==> src/hw/rtl/lhbp_pkg.sv <==
`timescale 1ns / 1ps

package lhbp_pkg;

  localparam int ADDR_W = 64;
  localparam int THR_W  = 3;

  localparam logic [THR_W-1:0] THR_RESET = 3'd3;

  localparam logic MODE_PREDICT = 1'b0;
  localparam logic MODE_UPDATE  = 1'b1;

  typedef struct packed {
    logic clear_step;
    logic load_item;
    logic read_hist;
    logic read_cnt;
    logic write_back;
    logic load_out;
  } lhbp_cmd_t;

  typedef struct packed {
    logic clear_done;
    logic is_update;
    logic out_free;
  } lhbp_status_t;

endpackage

==> src/hw/rtl/lhbp_ctrl.sv <==
`timescale 1ns / 1ps

module lhbp_ctrl (
  input  logic                   clk,
  input  logic                   rst,
  input  logic                   req_valid,
  output logic                   req_ready,
  input  lhbp_pkg::lhbp_status_t status,
  output lhbp_pkg::lhbp_cmd_t    cmd
);
  import lhbp_pkg::*;

  typedef enum logic [2:0] {
    ST_CLEAR,
    ST_IDLE,
    ST_RD_HIST,
    ST_RD_CNT,
    ST_EXEC
  } state_t;

  state_t state;
  logic   accept;
  logic   exec_done;

  assign accept    = req_valid && req_ready;
  assign exec_done = status.is_update || status.out_free;

  always_comb begin
    cmd            = '0;
    cmd.clear_step = (state == ST_CLEAR);
    cmd.load_item  = accept;
    cmd.read_hist  = (state == ST_RD_HIST);
    cmd.read_cnt   = (state == ST_RD_CNT);
    cmd.write_back = (state == ST_EXEC) && status.is_update;
    cmd.load_out   = (state == ST_EXEC) && !status.is_update && status.out_free;
  end

  always_ff @(posedge clk) begin
    if (rst) begin
      state     <= ST_CLEAR;
      req_ready <= 1'b0;
    end else begin
      unique case (state)
        ST_CLEAR: begin
          if (status.clear_done) begin
            state     <= ST_IDLE;
            req_ready <= 1'b1;
          end
        end
        ST_IDLE: begin
          if (accept) begin
            state     <= ST_RD_HIST;
            req_ready <= 1'b0;
          end
        end
        ST_RD_HIST: begin
          state <= ST_RD_CNT;
        end
        ST_RD_CNT: begin
          state <= ST_EXEC;
        end
        ST_EXEC: begin
          if (exec_done) begin
            state     <= ST_IDLE;
            req_ready <= 1'b1;
          end
        end
        default: begin
          state     <= ST_CLEAR;
          req_ready <= 1'b0;
        end
      endcase
    end
  end

endmodule

==> config.mk <==
export PLATFORM = sky130hd
export DESIGN_NAME = lhbp_ctrl
export DESIGN_NICKNAME = d
export VERILOG_FILES = /design/src/hw/rtl/lhbp_pkg.sv /design/src/hw/rtl/lhbp_ctrl.sv
export SDC_FILE = /design/constraint.sdc
export NUM_CORES = 1
export LEC_CHECK = 0
export ABC_AREA = 1
export BUFFER_PORTS_ARGS = -buffer_cell sky130_fd_sc_hd__buf_2
export CAP_MARGIN = 20
export CORE_AREA = 2 2 39 41
export DETAILED_ROUTE_END_ITERATION = 8
export DIE_AREA = 0 0 41 43
export SLEW_MARGIN = 20
export SYNTH_ARGS = -nofsm -noshare
export SYNTH_HDL_FRONTEND = slang
export SYNTH_SLANG_ARGS = --single-unit
==> constraint.sdc <==
create_clock -name clk -period 1.7 [get_ports clk]
set_input_delay 0.085 -clock clk [delete_from_list [all_inputs] [get_ports clk]]
set_output_delay 0.085 -clock clk [all_outputs]
set_load 0.02 [all_outputs]
==> results by stage <==
Outcome:
- The run finished with clean final reports.

Clock tree:
- Clock latency on the worst-skew pair, taken at its later pin, is 0.23 ns.
- Once the clock tree was built, the resizer swapped 0 gates to a different size.
- After clock tree synthesis, the clock-pin slew on the worst setup and hold paths is 0.04 ns.
- The maximum level of the CTS H-tree is 1.
- The CTS tree is yes.
- The number of clock buffers added by TritonCTS is 3.
- The worst-case clock buffer depth is 2.
- The number of hold buffers added after CTS was 0.
- The clock sink count is 4.
- The total setup buffers inserted after CTS is 0.
- The buffer cell driving the clock tree root is clkbuf_4.

Die:
- The height of the chip is 43 µm.
- The die covers 1760 µm².
- After floorplanning, the core was divided into 14 placement rows.
- The floorplan die width is 41 µm.
- The area of the core is 1380 µm².
- In this run the count of I/O pins placed on the die edge is 13.
- The initial cell density of the core is 19.5%.

Synth:
- After synthesis, the mean cell area works out to 6.59 µm².
- The cell count after synthesis came out at 41.
- The complex-gate fraction of the synthesized area is 5.56%.
- By area, the combinational part of the netlist is dominated by simple AND/OR/NAND/NOR gates.
- The simple-gate share of the synthesized area is 52.3%.
- The count of different cell masters after synthesis is 16.
- The number of nets in the synthesized netlist is 47.
- After Yosys synthesis, full adders, half adders and majority gates account for 0% of the synthesized area.
- Synthesis inferred 4 register bits.
- The mapped netlist covers 270 µm².
- Summing the areas of all xor and xnor instances in the mapped netlist gives 0% of the synthesized area.
- The part of the Yosys area used for sequential elements is 29.6%.
- Measured against the total synthesized area, the mux share comes to 0%.
- The count of yosys warnings during synthesis is 0.

Critical path:
- The critical path goes through nor2_4 -> nand2_1 -> nor3b_1 -> buf_2.
- The worst reg2reg path depth is 7.
- The cell with the largest stage delay on the worst path is dfxtp_1.
- The data arrival time of the critical path is 1.21 ns.
- The highest net fanout along the worst path is 5.
- The worst setup path is captured at an output port.
- The data required time at the worst endpoint is 1.62 ns.
- In this run the critical register-to-register path is captured at req_ready.
- Following the worst setup path forward leads to its endpoint at cmd[0].
- The critical path startpoint is state[1].
- The startpoint-to-endpoint class of the critical path is reg2out.
- The setup check on the worst reg-to-reg path leaves a slack of 0.63 ns.
- The worst setup path is launched from a flip-flop.
- The largest stage delay on the critical path is 0.36 ns.
- The worst register-to-register path begins at state[2].

Route:
- The antenna violation net count after detailed routing is 0.
- The total vias in the final route is 296.
- The average vias per placed instance is 4.17.
- After the first detailed-routing iteration, the DRC count stood at 7.
- The final routed DRC violation total is 0.
- In the final routed layout, each cell accounts on average for 7.96 µm.
- The routed design has 565 µm of wire.
- The iteration count of the initial detailed-routing pass is 4.

Timing:
- The count of final setup violators is 0.
- Headroom to the max-slew limit came out at 83.2%.
- Setup repair after global routing left no endpoint under its margin.
- After layout, the worst path uses 75.9% of the clock period.
- Derived from the worst setup path, the maximum achievable clock frequency is 775 MHz.
- The hold violation count in the final report is 0.
- The final total negative setup slack is 0 ns.
- The shortest clock period the worst path allows after layout is 1.29 ns.
- The setup skew after layout is 0.00281 ns.
- The max-slew violation count is 0.
- The transition time at the pin with the least slew margin is 0.252 ns.
- The smallest hold slack is 0.0608 ns.

Cells and area:
- The area growth from synthesis to layout is 35.2%.
- The layout has 166 filler cells.
- The post-layout net count is 63.
- 0 antenna diodes ended up in the layout.
- After routing the design area is 365 µm².
- The library cells used most frequently in the layout, excluding fill and tap cells, are 12 x buf_2, 7 x nand2_1, 7 x nor2_1.
- In the final layout, the share of cells above drive strength 1 is 43.6%.
- The leading cell type in the layout, fill and taps excluded is buf_2.

Pwr:
- The clock network is responsible for 19.1% of the overall power.
- The proportion of power drawn by flip-flops and latches is 28.2%.
- Power spread over the standard cell area amounts to 1650 nW/µm².
- The switching share of total power is 46.3%.
- In this run the static leakage power is 0.195 nW.
- The largest vdd supply drop is 0.454 mV.
- Combinational cells account for 52.7% of the total power.
- The cell internal power dissipation is 0.324 mW.
- In this run the power spent charging and discharging nets is 0.280 mW.
- After layout, the design draws a total of 0.604 mW.

GRT:
- For this run the aggregate overflow at the end of global routing stands at 0.
- The largest net degree at the start of global routing is 8.
- The initial antenna violation count is 0.
- The via count of the first global-routing pass is 246.
- The first global-routing pass estimated 890 µm of wire.
- The overall fraction of global-route tracks in use is 7.74%.

Hold path:
- The type of the worst min-delay path is in2reg.

Placed design:
- After legalization and detailed placement, the total HPWL measured 477 µm.
- The placer congestion estimate is 0.731.
- The instance area after placement is 343 µm².
- The count of buffers added on input and output ports is 12.

Job:
- The max-cap violation count is 0.
[cell usage after synthesis, drive strengths merged]
master | instances | area share [%]
a21oi | 3 | 5.6
buf | 1 | 2.8
clkinv | 1 | 1.4
dfxtp | 4 | 30
inv | 6 | 8.3
nand2 | 8 | 12
nand3 | 5 | 15
nand4 | 1 | 2.3
nor2 | 10 | 19
nor3 | 1 | 1.9
nor3b | 1 | 2.8
[how the worst min path moves through the flow]
stage	startpoint	end	slack (ns)	depth (start not counted)
4_1_cts	rst	state[2]	0.05	2
3_3_place_gp	rst	state[2]	0.29	2
3_5_place_dp	rst	state[2]	0.30	2
5_1_grt	rst	state[2]	0.07	2
2_1_floorplan	rst	state[0]	0.15	1
6_report	rst	state[0]	0.06	2
[flip-flops by register name, indices dropped and copies added (netlist names)]
signal	cells
state	3
req_ready	1
[stage by stage]
step | utilization [%] | instances | worst slack, ns
final | 26.4 | 71 | 0.409
after CTS | 26.4 | 71 | 0.392
after floorplan | - | 41 | 0.509
after global placement | 24.8 | 68 | 0.658
after global routing | 26.4 | 71 | 0.351
after detailed placement | 24.8 | 68 | 0.631
[per-layer routing]
metal  track usage [%]  wire, µm  part of all wire (%)
met1              7.74       224                    40
met2              11.6       307                    54
met3              3.66        32                   5.7
met4              6.00         0                     0
met5                 0         0                     0
[critical path, delay by kind of cell (launching register included)]
family	cells	cell delay [ns]
buffers and inverters	1	0.19
DFF	1	0.36
and+or+nand+nor	3	0.43
[area by class of cell]
cell class                 count  area [µm²]  area share (%)
sequential                     4        80.1            21.9
clock buffer                   3        22.5            6.16
timing repair buffer          12        60.1            16.4
tap                           16        20.0            5.48
inverter                       7        26.3            7.19
multi-input combinational     29         156            42.8
[cell families (layout without fill, tap and decap cells)]
| group | count (synthesis) | after routing |
|---|---|---|
| and+or+nand+nor | 26 | 26 |
| AOI/OAI and AO/OA | 3 | 3 |
| buffers and inverters | 8 | 22 |
| DFF | 4 | 4 |
[power by group through the flow]
stage,clock network [mW],logic (mW),registers [mW]
6_report,0.115,0.318,0.171
3_5_place_dp,0,0.321,0.172
2_1_floorplan,0,0.241,0.182
5_1_grt,0.128,0.350,0.177
4_1_cts,0.122,0.323,0.171
3_3_place_gp,0,0.320,0.171
(Power assumes the default switching activity.)
